**src/design/integer_to_radix_text_macros.svh**
```systemverilog
// assertion macros shared by the integer-to-text modules
`ifndef INTEGER_TO_RADIX_TEXT_MACROS_SVH
`define INTEGER_TO_RADIX_TEXT_MACROS_SVH

// antecedent implies consequent in the same cycle
`define ITRT_ASSERT_IMPLY(name, ante, cons, msg) \
  name: assert property (@(posedge clk_i) disable iff (!rst_ni) (ante) |-> (cons)) \
    else $error(msg);

// antecedent implies consequent in the next cycle
`define ITRT_ASSERT_NEXT(name, ante, cons, msg) \
  name: assert property (@(posedge clk_i) disable iff (!rst_ni) (ante) |=> (cons)) \
    else $error(msg);

// condition holds at every edge out of reset
`define ITRT_ASSERT_ALWAYS(name, cond, msg) \
  name: assert property (@(posedge clk_i) disable iff (!rst_ni) (cond)) \
    else $error(msg);

`endif

```
**src/design/itrt_pkg.sv**
```systemverilog
// shared constants, radix codes and character helpers for integer-to-text conversion
package itrt_pkg;

  localparam int VALUE_BITS_DEF = 32;
  localparam int QUEUE_DEPTH    = 2;

  typedef enum logic [1:0] {
    RADIX_BIN = 2'd0,
    RADIX_OCT = 2'd1,
    RADIX_DEC = 2'd2,
    RADIX_HEX = 2'd3
  } radix_e;

  localparam logic [7:0] CH_MINUS = 8'h2D;
  localparam logic [7:0] CH_ZERO  = 8'h30;
  localparam logic [7:0] CH_ALPHA = 8'h41;

  // decimal digits needed for a magnitude up to 2^(vb-1)
  function automatic int dec_digits(int vb);
    return ((vb - 1) * 30103) / 100000 + 1;
  endfunction

  function automatic logic [7:0] digit_char(logic [3:0] d);
    logic [7:0] ch;
    if (d < 4'd10) begin
      ch = CH_ZERO + 8'(d);
    end else begin
      ch = CH_ALPHA + 8'(d) - 8'd10;
    end
    return ch;
  endfunction

endpackage

```
**src/design/itrt_front.sv**
```systemverilog
// front end: takes a value, forms its magnitude, bit length and bcd digits serially
`include "integer_to_radix_text_macros.svh"

module itrt_front #(
  parameter int VALUE_BITS = itrt_pkg::VALUE_BITS_DEF
) (
  input  logic                                           clk_i,
  input  logic                                           rst_ni,
  input  logic                                           in_valid_i,
  output logic                                           in_ready_o,
  input  logic [VALUE_BITS-1:0]                          value_i,
  input  itrt_pkg::radix_e                               radix_i,
  output logic                                           ent_valid_o,
  input  logic                                           ent_ready_i,
  output itrt_pkg::radix_e                               ent_radix_o,
  output logic                                           ent_neg_o,
  output logic [$clog2(VALUE_BITS+1)-1:0]                ent_len_o,
  output logic [VALUE_BITS-1:0]                          ent_twos_o,
  output logic [4*itrt_pkg::dec_digits(VALUE_BITS)-1:0]  ent_bcd_o
);

  localparam int ND = itrt_pkg::dec_digits(VALUE_BITS);
  localparam int IW = $clog2(VALUE_BITS + 1);
  localparam int CW = $clog2(VALUE_BITS);
  localparam logic [CW-1:0] LAST_STEP = CW'(VALUE_BITS - 1);

  typedef enum logic [1:0] {F_IDLE, F_RUN, F_PUSH} state_e;

  state_e                state_q;
  logic [CW-1:0]         step_q;
  logic                  found_q;
  logic [IW-1:0]         n_q;
  logic [VALUE_BITS-1:0] sh_q;
  logic [4*ND-1:0]       bcd_q;
  logic [4*ND-1:0]       bcd_adj;
  logic [VALUE_BITS-1:0] twos_q;
  logic                  neg_q;
  itrt_pkg::radix_e      radix_q;
  logic [VALUE_BITS-1:0] mag;

  assign mag = value_i[VALUE_BITS-1] ? (~value_i + 1'b1) : value_i;

  // add-3 correction on every bcd digit before the shift
  always_comb begin
    for (int j = 0; j < ND; j++) begin
      if (bcd_q[4*j +: 4] >= 4'd5) begin
        bcd_adj[4*j +: 4] = bcd_q[4*j +: 4] + 4'd3;
      end else begin
        bcd_adj[4*j +: 4] = bcd_q[4*j +: 4];
      end
    end
  end

  always_ff @(posedge clk_i or negedge rst_ni) begin
    if (!rst_ni) begin
      state_q <= F_IDLE;
      step_q  <= '0;
    end else begin
      case (state_q)
        F_IDLE: begin
          if (in_valid_i) begin
            state_q <= F_RUN;
            step_q  <= '0;
          end
        end
        F_RUN: begin
          step_q <= step_q + 1'b1;
          if (step_q == LAST_STEP) begin
            state_q <= F_PUSH;
          end
        end
        F_PUSH: begin
          if (ent_ready_i) begin
            state_q <= F_IDLE;
          end
        end
        default: state_q <= F_IDLE;
      endcase
    end
  end

  always_ff @(posedge clk_i) begin
    if (state_q == F_IDLE && in_valid_i) begin
      neg_q   <= value_i[VALUE_BITS-1];
      twos_q  <= value_i;
      radix_q <= radix_i;
      sh_q    <= mag;
      bcd_q   <= '0;
      n_q     <= IW'(1);
      found_q <= 1'b0;
    end else if (state_q == F_RUN) begin
      {bcd_q, sh_q} <= {bcd_adj[4*ND-2:0], sh_q, 1'b0};
      // first one out of the top gives the bit length
      if (!found_q && sh_q[VALUE_BITS-1]) begin
        found_q <= 1'b1;
        n_q     <= IW'(VALUE_BITS) - IW'(step_q);
      end
    end
  end

  assign in_ready_o  = (state_q == F_IDLE);
  assign ent_valid_o = (state_q == F_PUSH);
  assign ent_radix_o = radix_q;
  assign ent_neg_o   = neg_q;
  assign ent_len_o   = n_q;
  assign ent_twos_o  = twos_q;
  assign ent_bcd_o   = bcd_q;

  `ITRT_ASSERT_NEXT(a_accept_starts_scan, in_valid_i && in_ready_o, state_q == F_RUN && step_q == '0, "scan did not start")
  `ITRT_ASSERT_ALWAYS(a_len_nonzero, state_q != F_PUSH || n_q != '0, "bit length of zero")
  `ITRT_ASSERT_IMPLY(a_push_after_full_scan, $rose(ent_valid_o), $past(state_q) == F_RUN && $past(step_q) == LAST_STEP, "entry offered early")

endmodule

```
**src/design/itrt_queue.sv**
```systemverilog
// two-entry queue between the front end and the character emitter
module itrt_queue #(
  parameter int WIDTH = 8
) (
  input  logic             clk_i,
  input  logic             rst_ni,
  input  logic             push_valid_i,
  output logic             push_ready_o,
  input  logic [WIDTH-1:0] push_data_i,
  output logic             pop_valid_o,
  input  logic             pop_ready_i,
  output logic [WIDTH-1:0] pop_data_o
);

  localparam int PW = (itrt_pkg::QUEUE_DEPTH > 1) ? $clog2(itrt_pkg::QUEUE_DEPTH) : 1;
  localparam int CNTW = $clog2(itrt_pkg::QUEUE_DEPTH + 1);

  logic [WIDTH-1:0] mem_q [itrt_pkg::QUEUE_DEPTH];
  logic [PW-1:0]    wr_ptr_q;
  logic [PW-1:0]    rd_ptr_q;
  logic [CNTW-1:0]  count_q;
  logic             push;
  logic             pop;

  assign push_ready_o = (count_q != CNTW'(itrt_pkg::QUEUE_DEPTH));
  assign pop_valid_o  = (count_q != '0);
  assign push         = push_valid_i && push_ready_o;
  assign pop          = pop_valid_o && pop_ready_i;
  assign pop_data_o   = mem_q[rd_ptr_q];

  always_ff @(posedge clk_i or negedge rst_ni) begin
    if (!rst_ni) begin
      wr_ptr_q <= '0;
      rd_ptr_q <= '0;
      count_q  <= '0;
    end else begin
      if (push) begin
        wr_ptr_q <= wr_ptr_q + 1'b1;
      end
      if (pop) begin
        rd_ptr_q <= rd_ptr_q + 1'b1;
      end
      case ({push, pop})
        2'b10:   count_q <= count_q + 1'b1;
        2'b01:   count_q <= count_q - 1'b1;
        default: count_q <= count_q;
      endcase
    end
  end

  always_ff @(posedge clk_i) begin
    if (push) begin
      mem_q[wr_ptr_q] <= push_data_i;
    end
  end

endmodule

```
**src/design/itrt_back.sv**
```systemverilog
// back end: walks the digits of one entry and emits one character per cycle while the receiver is ready
`include "integer_to_radix_text_macros.svh"

module itrt_back #(
  parameter int VALUE_BITS = itrt_pkg::VALUE_BITS_DEF
) (
  input  logic                                           clk_i,
  input  logic                                           rst_ni,
  input  logic                                           ent_valid_i,
  output logic                                           ent_ready_o,
  input  itrt_pkg::radix_e                               ent_radix_i,
  input  logic                                           ent_neg_i,
  input  logic [$clog2(VALUE_BITS+1)-1:0]                ent_len_i,
  input  logic [VALUE_BITS-1:0]                          ent_twos_i,
  input  logic [4*itrt_pkg::dec_digits(VALUE_BITS)-1:0]  ent_bcd_i,
  output logic                                           char_valid_o,
  input  logic                                           char_ready_i,
  output logic [7:0]                                     char_code_o,
  output logic                                           char_last_o
);

  localparam int ND = itrt_pkg::dec_digits(VALUE_BITS);
  localparam int IW = $clog2(VALUE_BITS + 1);
  localparam int PW = $clog2(VALUE_BITS + 4);
  localparam int BW = $clog2(VALUE_BITS);
  localparam int DW = $clog2(ND);

  logic                  busy_q;
  itrt_pkg::radix_e      rad_q;
  logic                  sign_q;
  logic                  lead_q;
  logic [IW-1:0]         idx_q;
  logic [VALUE_BITS-1:0] twos_q;
  logic                  neg_q;
  logic [4*ND-1:0]       bcd_q;
  logic                  valid_q;
  logic [7:0]            char_q;
  logic                  last_q;

  logic                  load;
  logic                  can_load;
  logic                  step;
  logic                  skip;
  logic                  emit;
  logic                  emit_last;
  logic [7:0]            emit_char;
  logic [IW-1:0]         start_idx;
  logic [15:0]           oct_prod;
  logic [PW-1:0]         idx_w;
  logic [PW-1:0]         base;
  logic [3:0]            grp_digit;
  logic [3:0]            dec_digit;
  logic [3:0]            cur_digit;
  logic                  bin_bit;

  // bit k of the value sign-extended without bound
  function automatic logic bit_at(logic [VALUE_BITS-1:0] tw, logic ng, logic [PW-1:0] k);
    logic b;
    if (k < PW'(VALUE_BITS)) begin
      b = tw[k[BW-1:0]];
    end else begin
      b = ng;
    end
    return b;
  endfunction

  assign ent_ready_o = !busy_q;
  assign load        = ent_valid_i && !busy_q;
  assign can_load    = !valid_q || char_ready_i;
  assign step        = busy_q && can_load;

  // top digit index: n for binary, floor(n/3) for octal, floor(n/4) for hex, ND-1 for decimal
  assign oct_prod = 16'(ent_len_i) * 16'd171;

  always_comb begin
    case (ent_radix_i)
      itrt_pkg::RADIX_BIN: start_idx = ent_len_i;
      itrt_pkg::RADIX_OCT: start_idx = IW'(oct_prod >> 9);
      itrt_pkg::RADIX_HEX: start_idx = ent_len_i >> 2;
      itrt_pkg::RADIX_DEC: start_idx = IW'(ND - 1);
      default:             start_idx = ent_len_i;
    endcase
  end

  assign idx_w = PW'(idx_q);
  assign base  = (rad_q == itrt_pkg::RADIX_HEX) ? (idx_w << 2) : ((idx_w << 1) + idx_w);

  always_comb begin
    grp_digit[0] = bit_at(twos_q, neg_q, base);
    grp_digit[1] = bit_at(twos_q, neg_q, base + PW'(1));
    grp_digit[2] = bit_at(twos_q, neg_q, base + PW'(2));
    grp_digit[3] = (rad_q == itrt_pkg::RADIX_HEX) ? bit_at(twos_q, neg_q, base + PW'(3)) : 1'b0;
  end

  assign dec_digit = bcd_q[{idx_q[DW-1:0], 2'b00} +: 4];
  assign cur_digit = (rad_q == itrt_pkg::RADIX_DEC) ? dec_digit : grp_digit;
  assign bin_bit   = bit_at(twos_q, neg_q, idx_w);

  // leading zero digit: octal and hex drop one, decimal drops all but the last
  assign skip = lead_q && !sign_q && (rad_q != itrt_pkg::RADIX_BIN) &&
                (cur_digit == 4'd0) && (idx_q != '0);
  assign emit      = step && !skip;
  assign emit_last = !sign_q && (idx_q == '0);

  always_comb begin
    if (sign_q) begin
      emit_char = itrt_pkg::CH_MINUS;
    end else if (rad_q == itrt_pkg::RADIX_BIN) begin
      emit_char = itrt_pkg::CH_ZERO + 8'(bin_bit);
    end else begin
      emit_char = itrt_pkg::digit_char(cur_digit);
    end
  end

  always_ff @(posedge clk_i or negedge rst_ni) begin
    if (!rst_ni) begin
      busy_q  <= 1'b0;
      rad_q   <= itrt_pkg::RADIX_BIN;
      sign_q  <= 1'b0;
      lead_q  <= 1'b0;
      idx_q   <= '0;
      valid_q <= 1'b0;
    end else begin
      if (load) begin
        busy_q <= 1'b1;
        rad_q  <= ent_radix_i;
        sign_q <= (ent_radix_i == itrt_pkg::RADIX_DEC) && ent_neg_i;
        lead_q <= 1'b1;
        idx_q  <= start_idx;
      end else if (step) begin
        if (sign_q) begin
          sign_q <= 1'b0;
        end else begin
          lead_q <= skip && (rad_q == itrt_pkg::RADIX_DEC);
          if (idx_q == '0) begin
            busy_q <= 1'b0;
          end else begin
            idx_q <= idx_q - 1'b1;
          end
        end
      end
      if (can_load) begin
        valid_q <= emit;
      end
    end
  end

  always_ff @(posedge clk_i) begin
    if (load) begin
      twos_q <= ent_twos_i;
      neg_q  <= ent_neg_i;
      bcd_q  <= ent_bcd_i;
    end
    if (emit) begin
      char_q <= emit_char;
      last_q <= emit_last;
    end
  end

  assign char_valid_o = valid_q;
  assign char_code_o  = char_q;
  assign char_last_o  = last_q;

  `ITRT_ASSERT_IMPLY(a_sign_only_decimal, sign_q, rad_q == itrt_pkg::RADIX_DEC, "minus pending outside decimal")
  `ITRT_ASSERT_NEXT(a_last_ends_item, emit && emit_last, !busy_q, "emitter busy after last char")
  `ITRT_ASSERT_IMPLY(a_dec_idx_range, busy_q && rad_q == itrt_pkg::RADIX_DEC, idx_q < IW'(ND), "decimal digit index out of range")

endmodule

```
**src/design/integer_to_radix_text.sv**
```systemverilog
// top level: signed integer to ascii text in radix 2, 8, 10 or 16
//
//  channel  dir  tdata                  tuser            tlast
//  s_axis   in   value                  radix_code       -
//  m_axis   out  char_code              -                last_char
//
// front end takes one bcd shift step per magnitude bit and accepts a new value only
// after the last one has been handed on to the queue
// back end: loads an entry, then emits one character per cycle while the receiver is ready;
// every dropped leading zero digit (all of them in decimal, the single one in octal and hex)
// passes without a character; binary text is up to VALUE_BITS+1 characters
// a two-entry queue between front and back lets either side stall on its own
// reset is asynchronous, active low, and empties queue, front end and output register
module integer_to_radix_text #(
  parameter int VALUE_BITS = itrt_pkg::VALUE_BITS_DEF
) (
  input  logic                                 clk_i,
  input  logic                                 rst_ni,
  input  logic                                 s_axis_tvalid,
  output logic                                 s_axis_tready,
  input  logic [((VALUE_BITS+7)/8)*8-1:0]      s_axis_tdata,   // value
  input  logic [1:0]                           s_axis_tuser,   // radix_code
  output logic                                 m_axis_tvalid,
  input  logic                                 m_axis_tready,
  output logic [7:0]                           m_axis_tdata,   // char_code
  output logic                                 m_axis_tlast    // last_char
);

  localparam int ND    = itrt_pkg::dec_digits(VALUE_BITS);
  localparam int IW    = $clog2(VALUE_BITS + 1);
  localparam int O_NEG = 2;
  localparam int O_LEN = O_NEG + 1;
  localparam int O_TW  = O_LEN + IW;
  localparam int O_BCD = O_TW + VALUE_BITS;
  localparam int ENT_W = O_BCD + 4 * ND;

  logic                  f_valid;
  logic                  f_ready;
  itrt_pkg::radix_e      f_radix;
  logic                  f_neg;
  logic [IW-1:0]         f_len;
  logic [VALUE_BITS-1:0] f_twos;
  logic [4*ND-1:0]       f_bcd;
  logic [ENT_W-1:0]      push_data;
  logic [ENT_W-1:0]      pop_data;
  logic                  q_valid;
  logic                  q_ready;

  itrt_front #(
    .VALUE_BITS (VALUE_BITS)
  ) u_front (
    .clk_i       (clk_i),
    .rst_ni      (rst_ni),
    .in_valid_i  (s_axis_tvalid),
    .in_ready_o  (s_axis_tready),
    .value_i     (s_axis_tdata[VALUE_BITS-1:0]),
    .radix_i     (itrt_pkg::radix_e'(s_axis_tuser)),
    .ent_valid_o (f_valid),
    .ent_ready_i (f_ready),
    .ent_radix_o (f_radix),
    .ent_neg_o   (f_neg),
    .ent_len_o   (f_len),
    .ent_twos_o  (f_twos),
    .ent_bcd_o   (f_bcd)
  );

  assign push_data = {f_bcd, f_twos, f_len, f_neg, f_radix};

  itrt_queue #(
    .WIDTH (ENT_W)
  ) u_queue (
    .clk_i        (clk_i),
    .rst_ni       (rst_ni),
    .push_valid_i (f_valid),
    .push_ready_o (f_ready),
    .push_data_i  (push_data),
    .pop_valid_o  (q_valid),
    .pop_ready_i  (q_ready),
    .pop_data_o   (pop_data)
  );

  itrt_back #(
    .VALUE_BITS (VALUE_BITS)
  ) u_back (
    .clk_i        (clk_i),
    .rst_ni       (rst_ni),
    .ent_valid_i  (q_valid),
    .ent_ready_o  (q_ready),
    .ent_radix_i  (itrt_pkg::radix_e'(pop_data[1:0])),
    .ent_neg_i    (pop_data[O_NEG]),
    .ent_len_i    (pop_data[O_LEN +: IW]),
    .ent_twos_i   (pop_data[O_TW +: VALUE_BITS]),
    .ent_bcd_i    (pop_data[O_BCD +: 4*ND]),
    .char_valid_o (m_axis_tvalid),
    .char_ready_i (m_axis_tready),
    .char_code_o  (m_axis_tdata),
    .char_last_o  (m_axis_tlast)
  );

endmodule

```
**config.mk**
```make
export PLATFORM = sky130hd
export DESIGN_NAME = integer_to_radix_text
export DESIGN_NICKNAME = d
export VERILOG_FILES = /design/src/design/itrt_pkg.sv /design/src/design/itrt_front.sv /design/src/design/itrt_queue.sv /design/src/design/itrt_back.sv /design/src/design/integer_to_radix_text.sv
export VERILOG_INCLUDE_DIRS = /design/src /design/src/design
export SDC_FILE = /design/constraint.sdc
export NUM_CORES = 1
export LEC_CHECK = 0
export BUFFER_PORTS_ARGS = -buffer_cell sky130_fd_sc_hd__buf_4
export CAP_MARGIN = 40
export CORE_AREA = 4 4 184 186
export CTS_CLUSTER_DIAMETER = 30
export DETAILED_ROUTE_END_ITERATION = 10
export DIE_AREA = 0 0 188 190
export GPL_TIMING_DRIVEN = 1
export PLACE_DENSITY = 0.74
export SETUP_SLACK_MARGIN = 0.2
export SYNTH_ARGS = -nofsm -noshare
export SYNTH_HDL_FRONTEND = slang
export SYNTH_SLANG_ARGS = --single-unit
```
**constraint.sdc**
```tcl
create_clock -name clk_i -period 5.4 [get_ports clk_i]
set_input_delay 1.08 -clock clk_i [delete_from_list [all_inputs] [get_ports clk_i]]
set_output_delay 1.08 -clock clk_i [all_outputs]
set_load 0.02 [all_outputs]
```
**Word level (Yosys, flattened, before mapping)**

Memory sizes are Yosys's and may differ from the RTL's.
Index checks and enable logic that the tools add are counted.

- Register bits: 219
- RAM bits: 162
- Output and inout bits: 11
- Word-level logic and storage cells: 184
- Memories kept: 1

Memory list:

| memory | words | bits a word | rd ports | clocked after Yosys merged registers in | write ports | line | RTL |
|---|---|---|---|---|---|---|---|
| u_queue.mem_q | 2 | 81 | 1 | 0 | 1 | itrt_queue.sv:18 | `logic [WIDTH-1:0] mem_q [itrt_pkg::QUEUE_DEPTH];` |

- $add $sub $neg: 26
- Multipliers: 1
- Magnitude comparators: 21
- Equality and inequality tests: 16
- Shift operators: 1
- Muxes and demuxes: 56
- Bitwise logic cells: 1
- Reductions and logical operators: 38

Operator list:

| kind | count |
|---|---|
| $mux 32 | 3 |
| $ge 4x3->1 const B | 10 |
| $mux 4 | 10 |
| $shiftx 40x7->4 | 1 |
| $add 4x2->4 const B | 9 |
| $add 32x1->32 const B | 1 |
| $not 32->32 | 1 |
| $lt 5x6->1 const B | 5 |
| $lt 6x6->1 const B | 5 |
| $mux 6 | 5 |
| $bmux 1 s5 | 5 |
| $pmux 6 s4 | 1 |
| $mux 1 | 22 |
| $mux 8 | 2 |
| $mul 6x8->14 const B | 1 |
| $reduce_bool 2->1 | 7 |
| $logic_and 1x1->1 | 13 |
| $add 6x2->6 const B | 2 |
| $eq 2x2->1 const B | 6 |
| $ne 2x2->1 const B | 5 |
| $pmux 5 s2 | 1 |
| $reduce_and 3->1 | 3 |
| $add 7x4->8 const A | 1 |
| $sub 8x4->8 const B | 1 |
| 27 further kinds | 40 |

**Logic depth before layout (Yosys ltp)**

Gate-level depths: netlist of run 1.

- Depth after elaboration: 15
- Gate-level depth with buffers: 26
- Depth with buffers taken out: 21

**By module**

From an unflattened synthesis of run 1, not the netlist that was laid out.

- Cells, all modules: 1,435
- Area, all modules: 18,849.3 um^2

By module, submodules not included:

| module | times used | cells each | area an instance (um^2) | seq. area each (um^2) |
|---|---|---|---|---|
| itrt_back | 1 | 607 | 6,675.2 | 2,732.6 |
| itrt_queue | 1 | 269 | 6,439.9 | 4,964.8 |
| itrt_front | 1 | 559 | 5,734.2 | 3,098.0 |

**Worst setup path after synthesis of run 1**

Ideal clock, no wire load.

- Path type: register -> register
- From: register u_back.idx_q[0]
- To: register u_back.char_q[0], in the netlist u_back.char_code_o[0] (enable)
- Setup time: 0.373 ns
- Data arrival time: 4.713 ns
- Data required time: 5.027 ns
- Setup slack: 0.314 ns
- Stages on the path, launching flop included: 26
- Buffers on the path: 6
- Cell sequence: dfrtp_1 buf_2 buf_2 buf_2 inv_1 ha_1 nand2_2 inv_2 buf_2 buf_6 ha_1 nand2_1 xnor2_1 o21ai_2 buf_6 mux2i_1 mux2i_1 a22oi_1 a2111oi_0 a211o_1 inv_1 ha_1 nand2_1 nor3_1 nand4_1 nor2b_1

- Longest elaborated chain between the ends: 13
- Elaborated cells between the ends (all ways): 30
- Classes of those cells: add/sub: 4; order compare: 4; shift: 1; mux: 15; reduce/logical: 6

RTL lines:

| what | line | RTL |
|---|---|---|
| from (decl) | itrt_back.sv:32 | `logic [IW-1:0] idx_q;` |
| from (signal assigned) | itrt_back.sv:129 | `idx_q <= start_idx;` |
| from (signal assigned) | itrt_back.sv:138 | `idx_q <= idx_q - 1'b1;` |
| $add 6x6->6 | itrt_back.sv:86 | `assign base = (rad_q == itrt_pkg::RADIX_HEX) ? (idx_w << 2) : ((idx_w << 1) + idx_w);` |
| $mux 6 | itrt_back.sv:86 |  |
| $add 6x2->6 | itrt_back.sv:92 | `grp_digit[3] = (rad_q == itrt_pkg::RADIX_HEX) ? bit_at(twos_q, neg_q, base + PW'(3)) : 1'b0;` |
| $bmux 1 s5 | itrt_back.sv:60 | `b = tw[k[BW-1:0]];` |
| $mux 1 (implied by the code) | itrt_back.sv:60 |  |
| $mux 1 | itrt_back.sv:59 | `if (k < PW'(VALUE_BITS)) begin` |
| $mux 1 | itrt_back.sv:92 |  |
| $mux 4 | itrt_back.sv:96 | `assign cur_digit = (rad_q == itrt_pkg::RADIX_DEC) ? dec_digit : grp_digit;` |
| $logic_not 4->1 | itrt_back.sv:101 | `(cur_digit == 4'd0) && (idx_q != '0);` |
| $logic_and 1x1->1 | itrt_back.sv:100 | `assign skip = lead_q && !sign_q && (rad_q != itrt_pkg::RADIX_BIN) &&` |
| $logic_and 1x1->1 (*) | itrt_back.sv:101 |  |
| $logic_not 1->1 (*) | itrt_back.sv:102 | `assign emit = step && !skip;` |
| $logic_and 1x1->1 (*) | itrt_back.sv:102 |  |
| via u_back.emit | itrt_back.sv:44 | `logic emit;` |
| to (signal assigned) | itrt_back.sv:155 | `char_q <= emit_char;` |
| to (decl) | itrt_back.sv:37 | `logic [7:0] char_q;` |

The timed path passes the listed nets; every way through them passes the cells marked *. The select of a mux whose other input is x is not followed.
A chain may end at the register's enable or synchronous reset.

**Worst setup path after layout of run 1**

- From: register u_back.idx_q[1]
- To: register u_back.last_q, in the netlist u_back.char_last_o (enable)

- Longest elaborated chain between the ends: 13
- Elaborated cells between the ends (all ways): 30
- Classes of those cells: add/sub: 4; order compare: 4; shift: 1; mux: 15; reduce/logical: 6

RTL lines:

| what | line | RTL |
|---|---|---|
| $add 6x6->6 | itrt_back.sv:86 |  |
| $mux 6 | itrt_back.sv:86 |  |
| $add 6x2->6 | itrt_back.sv:92 |  |
| $bmux 1 s5 | itrt_back.sv:60 |  |
| $mux 1 (implied by the code) | itrt_back.sv:60 |  |
| $mux 1 | itrt_back.sv:59 |  |
| $mux 1 | itrt_back.sv:92 |  |
| $mux 4 | itrt_back.sv:96 |  |
| $logic_not 4->1 | itrt_back.sv:101 |  |
| $logic_and 1x1->1 | itrt_back.sv:100 |  |
| $logic_and 1x1->1 (*) | itrt_back.sv:101 |  |
| $logic_not 1->1 (*) | itrt_back.sv:102 |  |
| $logic_and 1x1->1 (*) | itrt_back.sv:102 |  |
| via u_back.emit | itrt_back.sv:44 |  |
| to (signal assigned) | itrt_back.sv:156 | `last_q <= emit_last;` |
| to (decl) | itrt_back.sv:38 | `logic last_q;` |

Marked as above.

==> impl_metrics.json, run 1 <==
{
  "die_x_um": 188,
  "gp_congestion": 0.9620,
  "critPathKind": "flip-flop to flip-flop",
  "coreArea_mm2": 0.03229,
  "crit_required_ns": 5.70,
  "clkLatencyLatePin_ns": 0.57,
  "area_growth_pct": 17.65,
  "synth_top_cell_by_area": "edfxtp_1",
  "multi_input_area_mm2": 0.006914,
  "io_buffer_count": 47,
  "drtIter0Drc": 1029,
  "fillers": 2283,
  "synth_most_common_cell": "edfxtp_1",
  "clock_path_buffers": 3,
  "path_delay_family": "adder cells",
  "synthesis.area_mm2": 0.01808,
  "setup_tns_ns": 0,
  "synthArstFlopShare": 0.06117,
  "antenna_found_initial": 0,
  "htreeDepth": 3,
  "synth_top_cell_area_share": 0.5082,
  "regToRegEndpoint": "u_back.char_last_o",
  "via_count": 11685,
  "path_cells": "ha_1, fa_1, a21boi_2, nor2_2, inv_2, ha_2, nand2_1, xnor2_1, o21ai_2, buf_4, mux4_2, a22oi_1, a31oi_1, a211o_1, inv_1, ha_1, nand2_1, nor3_1, nand4_1, nor2b_4",
  "hpwl_um": 25600,
  "yosys.area_share.simple": 0.08394,
  "cts_tree": "built",
  "numCtsBuffers": 68,
  "finalCriticalPeriod_ns": 4.805,
  "route.detailed.drc": 0,
  "rr_worst_depth": 20,
  "syn_inst": 1415,
  "clkSlewWorstSetupHoldPaths_ns": 0.05,
  "r2r-start": "u_back.idx_q[1]",
  "cts-root-buf": "clkbuf_16",
  "regArea_mm2": 0.01071,
  "grt_overflow_total": 0,
  "synth_xor_area_frac": 0.03751,
  "num_rows": 66,
  "cpPeakStageDelay_ns": 0.53,
  "cts_sinks": 376,
  "p_per_area_mw_per_mm2": 662.1,
  "r2r_slack_ns": 0.60,
  "synthMuxAreaShare": 0.1065,
  "worst_ep_arrival_time_ns": 5.10,
  "grt_max_degree": 74,
  "setup_viol": 0,
  "dieArea_mm2": 0.03572,
  "start_kind": "flip-flop",
  "synth_top_family_by_area": "multiplexers",
  "fin_crit_sh": 0.8898,
  "fmax_mhz": 208.1,
  "postCtsSetupRepairBufs": 0,
  "die_h_um": 190,
  "synth.distinct_cells": 73,
  "outcome": "finished, final reports clean",
  "drive_gt1_frac": 0.2120,
  "vdd_drop_max_uv": 345.4,
  "synth_area_per_cell_um2": 12.78,
  "synth_warnings": 0,
  "drtAntennaViolNets": 0,
  "firstDrtPassIters": 5,
  "crit_path_top_delay_cell": "mux4_2",
  "nNetsFinal": 1608,
  "relSlewSlack": 0.4182,
  "synth_fa_ha_area_frac": 0.05301,
  "grt_pass1_wl_um": 62420,
  "path_buf_inv": 3,
  "hold_viol": 0,
  "synthFlopType": "edfxtp_1",
  "avgRoutedWirePerCell_um": 19.65,
  "crit_fanout": 12,
  "worst_setup_path_end_kind": "flip-flop",
  "grt_pass1_vias": 11557,
  "grt_use_total": 0.2187,
  "hold_buffers": 0,
  "ios": 49,
  "tightest_slew_ns": 0.8636,
  "ys_top_cells_by_count": "edfxtp_1, nand2_1, o21ai_0",
  "fin_worst_skew_ns": 0.02831,
  "start_util": 0.5600,
  "synthTopCellsByArea": "edfxtp_1, dfxtp_1, mux2_2",
  "drv_cap": 0,
  "synth_compound_area_frac": 0.09916,
  "drt_wl_total_um": 39180,
  "totalPowerFinal_mw": 14.08,
  "p_leak_nw": 7.916,
  "synth-seq-area-share": 0.5921,
  "synth_nets": 1526,
  "synth-edff-count": 306,
  "viasPerCell": 5.860,
  "antenna_cells": 0,
  "ys_ff_latch": 376,
  "rsz0062_at_grt": "false",
  "hold_class": "primary input to asynchronous set/reset pin",
  "slew_viol_final": 0
}
through the flow:
stage | area, µm² | util | hold slack (ns) | worst slack (ns) | instances
finish | 21270 | 0.6588 | 0.4276 | 0.5950 | 1994
global route | 21270 | 0.6588 | 0.4287 | 0.2370 | 1994
CTS | 21260 | 0.6584 | 0.4034 | 0.3545 | 1994
detailed placement | 19020 | 0.5890 | 0.4290 | 0.1743 | 1869
global placement | 18910 | 0.5858 | 0.4215 | 0.3404 | 1861
floorplan | 18080 | - | 0.4215 | 0.3141 | 1415
worst max-delay path by stage:
| stage | startpoint | endpoint | slack (ns) | cells after the start |
|---|---|---|---|---|
| after global placement | u_back.idx_q[1] | u_back.char_code_o[0] | 0.34 | 21 |
| after global routing | u_back.idx_q[0] | u_back.char_last_o | 0.24 | 20 |
| after floorplan | u_back.idx_q[0] | u_back.char_code_o[0] | 0.31 | 25 |
| after detailed placement | u_back.idx_q[1] | u_back.char_code_o[4] | 0.17 | 21 |
| final | u_back.idx_q[1] | u_back.char_last_o | 0.60 | 20 |
| after CTS | u_back.idx_q[1] | u_back.char_last_o | 0.35 | 21 |
state kept, by name (all words and copies together) (netlist names), 2 cells and up:
register	cells
u_front.ent_radix_o	2
u_front.ent_twos_o	31
u_front.sh_q	32
u_front.step_q	5
u_back.char_code_o	7
u_back.rad_q	2
u_back.bcd_q	40
u_front.ent_len_o	6
u_front.ent_bcd_o	40
u_front.state_q	2
u_back.twos_q	31
u_queue.count_q	2
u_queue.mem_q	160
u_back.idx_q	6
where the power goes:
part | internal (mW) | leakage [nW] | switching, mW | total [mW]
Clock | 2.54 | 1.05 | 1.47 | 4.01
Combinational | 2.52 | 3.38 | 3.29 | 5.81
Sequential | 3.84 | 3.49 | 0.426 | 4.26
worst reg2reg max path, cell delays in order, from the launching register on:
cell and delay (ns):
dfrtp_1 0.43, ha_1 0.24, fa_1 0.52, a21boi_2 0.23
nor2_2 0.11, inv_2 0.13, ha_2 0.26, nand2_1 0.08
xnor2_1 0.16, o21ai_2 0.12, buf_4 0.24, mux4_2 0.53
a22oi_1 0.19, a31oi_1 0.10, a211o_1 0.36, inv_1 0.12
ha_1 0.15, nand2_1 0.05, nor3_1 0.17, nand4_1 0.17
nor2b_4 0.21
placed cells by master (no fill, tap or decap), types with 6 or more instances in the layout:
cell        Yosys  layout
edfxtp_1      306     306
nand2_1       123     122
o21ai_0       100     100
nor2_1         88      85
mux2_2         83      83
buf_4           2      77
clkbuf_16       0      69
ha_1           67      66
a21oi_1        64      64
inv_1          52      49
nand3_1        49      49
dfxtp_1        47      47
xor2_1         39      39
mux2i_1        36      36
xnor2_1        34      34
mux4_2         28      28
dfrtp_1        23      21
nand2b_1       16      15
o31ai_1        15      15
a22oi_1        14      14
clkinvlp_4      0      13
a211oi_1       12      12
nor2b_1        12      11
nor3_1         11      11
inv_6           0      11
o32ai_1         9       9
clkinv_1        1       8
or4_1           7       7
o22ai_1         7       7
clkinv_4        0       7
o41ai_1         6       6
fa_1            6       6
clkinv_2        0       6
metal layers:
layer | GRT usage | part of all wire | up-vias
met4 | 0.08159 | 0.031 | 0
met5 | 0 | 0 | -
met2 | 0.3521 | 0.47 | 422
li1 | - | - | 5473
met1 | 0.3010 | 0.43 | 5682
met3 | 0.03945 | 0.062 | 108
repair_timing:
item | CTS | global route
setup endpoints to repair | 8 | 8
pin swaps | 0 | 1
resized for setup | 1 | 6
final cells by class:
cell class,count,area share
flip-flops and latches,376,0.5035
multi-input cells,915,0.3250
clock buffers,74,0.08205
repair buffers,81,0.03058
well taps,442,0.02600
clock inverters,51,0.02317
inverters,55,0.009705
cells by family after synthesis:
group | after synthesis
other | 1
flip-flops | 376
adder cells (fa/ha/maj) | 73
XOR/XNOR | 75
multiplexers | 147
AO/OA/AOI/OAI | 284
buffers and inverters | 124
AND/OR/NAND/NOR | 335
Note: power is estimated with default switching activity, not from simulation.
==> run 2: changes to the inputs <==
--- a/config.mk
+++ b/config.mk
@@ -8,12 +8,15 @@
 export LEC_CHECK = 0
 export BUFFER_PORTS_ARGS = -buffer_cell sky130_fd_sc_hd__buf_4
 export CAP_MARGIN = 40
-export CORE_AREA = 4 4 184 186
+export CELL_PAD_IN_SITES_DETAIL_PLACEMENT = 2
+export CELL_PAD_IN_SITES_GLOBAL_PLACEMENT = 2
+export CORE_AREA = 4 4 213 215
+export CTS_BUF_LIST = sky130_fd_sc_hd__clkbuf_4 sky130_fd_sc_hd__clkbuf_8
 export CTS_CLUSTER_DIAMETER = 30
 export DETAILED_ROUTE_END_ITERATION = 10
-export DIE_AREA = 0 0 188 190
+export DIE_AREA = 0 0 217 219
 export GPL_TIMING_DRIVEN = 1
-export PLACE_DENSITY = 0.74
+export PLACE_DENSITY = 0.76
 export SETUP_SLACK_MARGIN = 0.2
 export SYNTH_ARGS = -nofsm -noshare
 export SYNTH_HDL_FRONTEND = slang
==> impl_metrics.json, run 2 (synthesized netlist as in run 1, its figures left out) <==
{
  "outcome": "finished, final reports clean",
  "clkLatencyLatePin_ns": 0.65,
  "use_met3": 0.05109,
  "route.detailed.drc": 0,
  "dp_cells": 2019,
  "die_h_um": 219,
  "hpwl_um": 36140,
  "worst_setup_path_end_kind": "flip-flop",
  "die_x_um": 217,
  "r2r_slack_ns": 0.45,
  "fillers": 4229,
  "cts-root-buf": "clkbuf_8",
  "mostFrequentLayoutCells": "edfxtp_1, nand2_1, o21ai_0",
  "p_per_area_mw_per_mm2": 686.2,
  "finalCriticalPeriod_ns": 4.955,
  "drive_gt1_frac": 0.2349,
  "totalPowerFinal_mw": 14.56,
  "largest_reg_flops": 160,
  "top_register": "u_queue.mem_q",
  "antenna_cells": 0,
  "grt_pass1_wl_um": 88980,
  "clock_path_buffers": 3,
  "viasPerCell": 5.781,
  "final_cell_area_mm2": 0.02122,
  "setup_viol": 0,
  "antenna_found_initial": 1,
  "start_kind": "flip-flop",
  "gr-max-usage-layer": "met2",
  "num_rows": 77,
  "drtAntennaViolNets": 0,
  "grt_use_total": 0.2470,
  "drt_wl_total_um": 58600,
  "slew_viol_final": 0,
  "avgRoutedWirePerCell_um": 26.88,
  "setup_ws_ns": 0.4453,
  "coreArea_mm2": 0.04374,
  "setup_tns_ns": 0,
  "vdd_drop_max_uv": 359.6,
  "dpl_cell_area_mm2": 0.01921,
  "start_util": 0.4134,
  "cts_tree": "built",
  "grt_overflow_total": 0,
  "met2_usage": 0.4375,
  "rsz0062_at_grt": "false",
  "drtIter0Drc": 1040,
  "grt_pass1_vias": 13931,
  "crit_fanout": 8,
  "drv_cap": 0,
  "clkSlewWorstSetupHoldPaths_ns": 0.05,
  "firstDrtPassIters": 5,
  "fmax_mhz": 201.8,
  "utilization": 0.4852,
  "gp_congestion": 0.8254,
  "dieArea_mm2": 0.04752,
  "via_count": 12603,
  "setup.worst_path.start": "u_back.idx_q[0]",
  "final_common_cell": "edfxtp_1",
  "critPathKind": "flip-flop to flip-flop",
  "fin_crit_sh": 0.9175,
  "nNetsFinal": 1627,
  "met1_usage": 0.3018,
  "numCtsBuffers": 85,
  "hold_class": "primary input to asynchronous set/reset pin",
  "worst_ep_arrival_time_ns": 5.35,
  "tightest_slew_ns": 0.9186,
  "grt_max_degree": 63,
  "r2r-start": "u_back.idx_q[0]",
  "area_growth_pct": 17.38,
  "fin_worst_skew_ns": 0.03419,
  "htreeDepth": 3,
  "ios": 49,
  "final_cells": 2180,
  "hold_viol": 0,
  "holdWs_ns": 0.3512,
  "relSlewSlack": 0.3876,
  "post-place-ws_ns": -0.05208,
  "cts_sinks": 376,
  "p_leak_nw": 7.900,
  "crit_required_ns": 5.79,
  "io_buffer_count": 47
}
[run 2: report_power, final]
part | internal, mW | switching [mW]
Sequential | 3.84 | 0.518
Clock | 2.27 | 1.45
Combinational | 2.64 | 3.84
Total | 8.75 | 5.82
[run 2: per-layer routing]
metal | part of all wire | wire (µm)
met1 | 0.41 | 23770
met2 | 0.51 | 30060
met3 | 0.052 | 3070
met4 | 0.029 | 1698
met5 | 0 | 0
[run 2: timing repair]
item	in CTS	in global routing
hold buffers	0	0
resized for setup	4	4
endpoints found under the setup margin	11	11
pin swaps	1	0
setup buffers	1	0
cloned	0	0
[run 2: layout make-up]
| type | instances | area, µm² | area share |
|---|---|---|---|
| inverters | 55 | 206.4 | 0.009728 |
| flip-flops and latches | 376 | 10710 | 0.5047 |
| clock buffers | 117 | 1479 | 0.06969 |
| repair buffers | 83 | 679.4 | 0.03201 |
| well taps | 592 | 740.7 | 0.03490 |
| clock inverters | 42 | 481.7 | 0.02270 |
| multi-input cells | 915 | 6925 | 0.3263 |
[run 2: path summary, 6_finish.rpt]
kind                                         endpoint  depth (start not counted)
worst max-delay path            u_back.char_code_o[2]                         20
worst min-delay path              u_back.char_valid_o                          1
worst max register to register  u_back.char_code_o[2]                         20
worst min register to register   u_queue.mem_q[0][34]                          0
max in group asynchronous            u_queue.rd_ptr_q                          1
min in group clk_i               u_queue.mem_q[0][34]                          0
[run 2: critical path, cell delays in order (launching register included)]
cell and delay [ns]:
dfrtp_2 0.43, ha_1 0.25, fa_1 0.51, a21boi_2 0.21
nor2_2 0.25, inv_1 0.13, ha_1 0.21, nand2_1 0.08
xnor2_1 0.11, o21ai_4 0.22, buf_4 0.17, mux4_2 0.50
a22oi_1 0.23, a31oi_1 0.13, a211o_1 0.34, inv_1 0.12
ha_1 0.15, nand2_1 0.05, nor3_1 0.18, nand4_1 0.20
nor2b_4 0.22
==> run 3: changes to the inputs <==
==> constraint.sdc (replaced) <==
create_clock -name clk_i -period 5.4 [get_ports clk_i]
set_input_delay 0.27 -clock clk_i [delete_from_list [all_inputs] [get_ports clk_i]]
set_output_delay 0.27 -clock clk_i [all_outputs]
set_load 0.02 [all_outputs]
==> impl_metrics.json, run 3 (synthesized netlist as in run 1, its figures left out) <==
{
  "drt_wl_total_um": 62520,
  "fin_crit_sh": 0.8946,
  "crit_fanout": 10,
  "gp_congestion": 0.8668,
  "cts_tree": "built",
  "firstDrtPassIters": 5,
  "io_buffer_count": 47,
  "clock_path_buffers": 3,
  "numCtsBuffers": 85,
  "p_per_area_mw_per_mm2": 684.8,
  "clkSlewWorstSetupHoldPaths_ns": 0.06,
  "top_register": "u_queue.mem_q",
  "cpPeakStageDelay_ns": 0.65,
  "holdWs_ns": 0.06347,
  "grt_pass1_wl_um": 93470,
  "viasPerCell": 5.761,
  "drv_cap": 0,
  "mostFrequentLayoutCells": "edfxtp_1, nand2_1, o21ai_0",
  "antenna_found_initial": 1,
  "vdd_drop_max_uv": 346.7,
  "hold_class": "primary input to asynchronous set/reset pin",
  "num_rows": 77,
  "ios": 49,
  "cts_sinks": 376,
  "p_leak_nw": 8.069,
  "start_kind": "flip-flop",
  "grt_pass1_vias": 14397,
  "hold_viol": 0,
  "start_util": 0.4134,
  "clkLatencyLatePin_ns": 0.67,
  "fin_worst_skew_ns": 0.04292,
  "relSlewSlack": 0.4764,
  "cts-root-buf": "clkbuf_8",
  "fmax_mhz": 207.0,
  "crit_path_top_delay_cell": "dfrtp_1",
  "hpwl_um": 36050,
  "final_common_cell": "edfxtp_1",
  "outcome": "finished, final reports clean",
  "critPathKind": "flip-flop to flip-flop",
  "worst_ep_arrival_time_ns": 5.25,
  "drtAntennaViolNets": 0,
  "die_h_um": 219,
  "avgRoutedWirePerCell_um": 28.15,
  "largest_reg_flops": 160,
  "crit_required_ns": 5.82,
  "drtIter0Drc": 1024,
  "setup_viol": 0,
  "route.detailed.drc": 0,
  "dieArea_mm2": 0.04752,
  "htreeDepth": 3,
  "grt_max_degree": 66,
  "worst_setup_path_end_kind": "flip-flop",
  "via_count": 12796,
  "finalCriticalPeriod_ns": 4.831,
  "setup_tns_ns": 0,
  "slew_viol_final": 0,
  "drive_gt1_frac": 0.2273,
  "path_cells": "fa_1, a21boi_2, nor2_1, inv_1, ha_1, nand2_1, xnor2_1, o21ai_4, buf_12, buf_4, mux4_2, a22oi_1, a31oi_1, a211o_1, inv_1, ha_1, nand2_1, nor3_1, nand4_1, nor2b_4",
  "die_x_um": 217,
  "nNetsFinal": 1668,
  "area_growth_pct": 19.96,
  "tightest_slew_ns": 0.7838,
  "grt_use_total": 0.2602,
  "r2r_slack_ns": 0.57,
  "coreArea_mm2": 0.04374,
  "rsz0062_at_grt": "false",
  "grt_overflow_total": 0
}
-- run 3: changes by cell type in the layout (fill, tap and decap cells not counted), moves of 3 or more --
cell / change
clkbuf_4: -14
bufinv_16: +4
clkbuf_8: -6
clkinv_1: +6
clkinv_4: +5
clkinv_2: -3
clkinvlp_4: +6
buf_4: +5
dlygate4sd3_1: +35
-- run 3: through the flow --
| stage | util | area [µm²] | setup WS [ns] | cells | power, mW |
|---|---|---|---|---|---|
| 3_5_place_dp | 0.4404 | 19260 | 0.05037 | 2024 | 10.58 |
| 5_1_grt | 0.4959 | 21690 | 0.2164 | 2221 | 15.66 |
| 3_3_place_gp | 0.4378 | 19150 | 0.3917 | 2017 | 10.09 |
| 2_1_floorplan | - | 18080 | 0.3141 | 1415 | 8.624 |
| 4_1_cts | 0.4944 | 21630 | 0.3405 | 2217 | 14.69 |
| 6_report | 0.4959 | 21690 | 0.5692 | 2221 | 14.85 |
-- run 3: layer usage --
layer  vias to the layer above  routed length [µm]  GRT usage
met5                         -                  41   0.007292
met4                         2                1918     0.1013
met3                       119                3024    0.05082
met2                       373               32120     0.4533
met1                      6712               25420     0.3200
li1                       5590                   -          -
-- run 3: critical path: cells and delay by family (launching register included) --
| kind | cells | cell delay [ns] |
|---|---|---|
| adder cells (fa/ha/maj) | 3 | 0.90 |
| AND/OR/NAND/NOR | 6 | 0.93 |
| buffers and inverters | 4 | 0.49 |
| AO/OA/AOI/OAI | 5 | 1.01 |
| multiplexers | 1 | 0.50 |
| XOR/XNOR | 1 | 0.11 |
| flip-flops | 1 | 0.65 |
-- run 3: final cells by class --
class	count	area, µm²
timing repair buffer	124	1111
antenna	1	2.502
tap	592	740.7
clock buffer	97	1291
fill	4255	22050
sequential	376	10710
multi-input combinational	915	6918
clock inverter	61	709.4
inverter	55	206.4
-- run 3: path summary, 6_finish.rpt --
kind,cells after the start,from,endpoint
max,20,u_back.idx_q[2],u_back.char_code_o[2]
min,2,rst_ni,u_back.idx_q[2]
max reg2reg,20,u_back.idx_q[2],u_back.char_code_o[2]
min reg2reg,0,u_front.ent_twos_o[0],u_queue.mem_q[0][9]
max in group asynchronous,2,rst_ni,u_queue.rd_ptr_q
min in group clk_i,1,s_axis_tdata[31],u_front.ent_neg_o
-- run 3: where the power goes --
group | switching, mW | leakage (nW) | total (mW) | internal, mW
combinational | 3.86 | 3.58 | 6.57 | 2.70
sequential | 0.569 | 3.49 | 4.40 | 3.83
clock | 1.58 | 0.997 | 3.88 | 2.31
total | 6.01 | 8.07 | 14.9 | 8.84
-- run 3: what timing repair did --
item                                    4_1_cts  5_1_grt
hold buffers                                 35        0
endpoints found under the setup margin        8        9
hold endpoints to repair                     58        0
pin swaps                                     0        1
buffers inserted                              0        1
gates resized for setup                       2        2
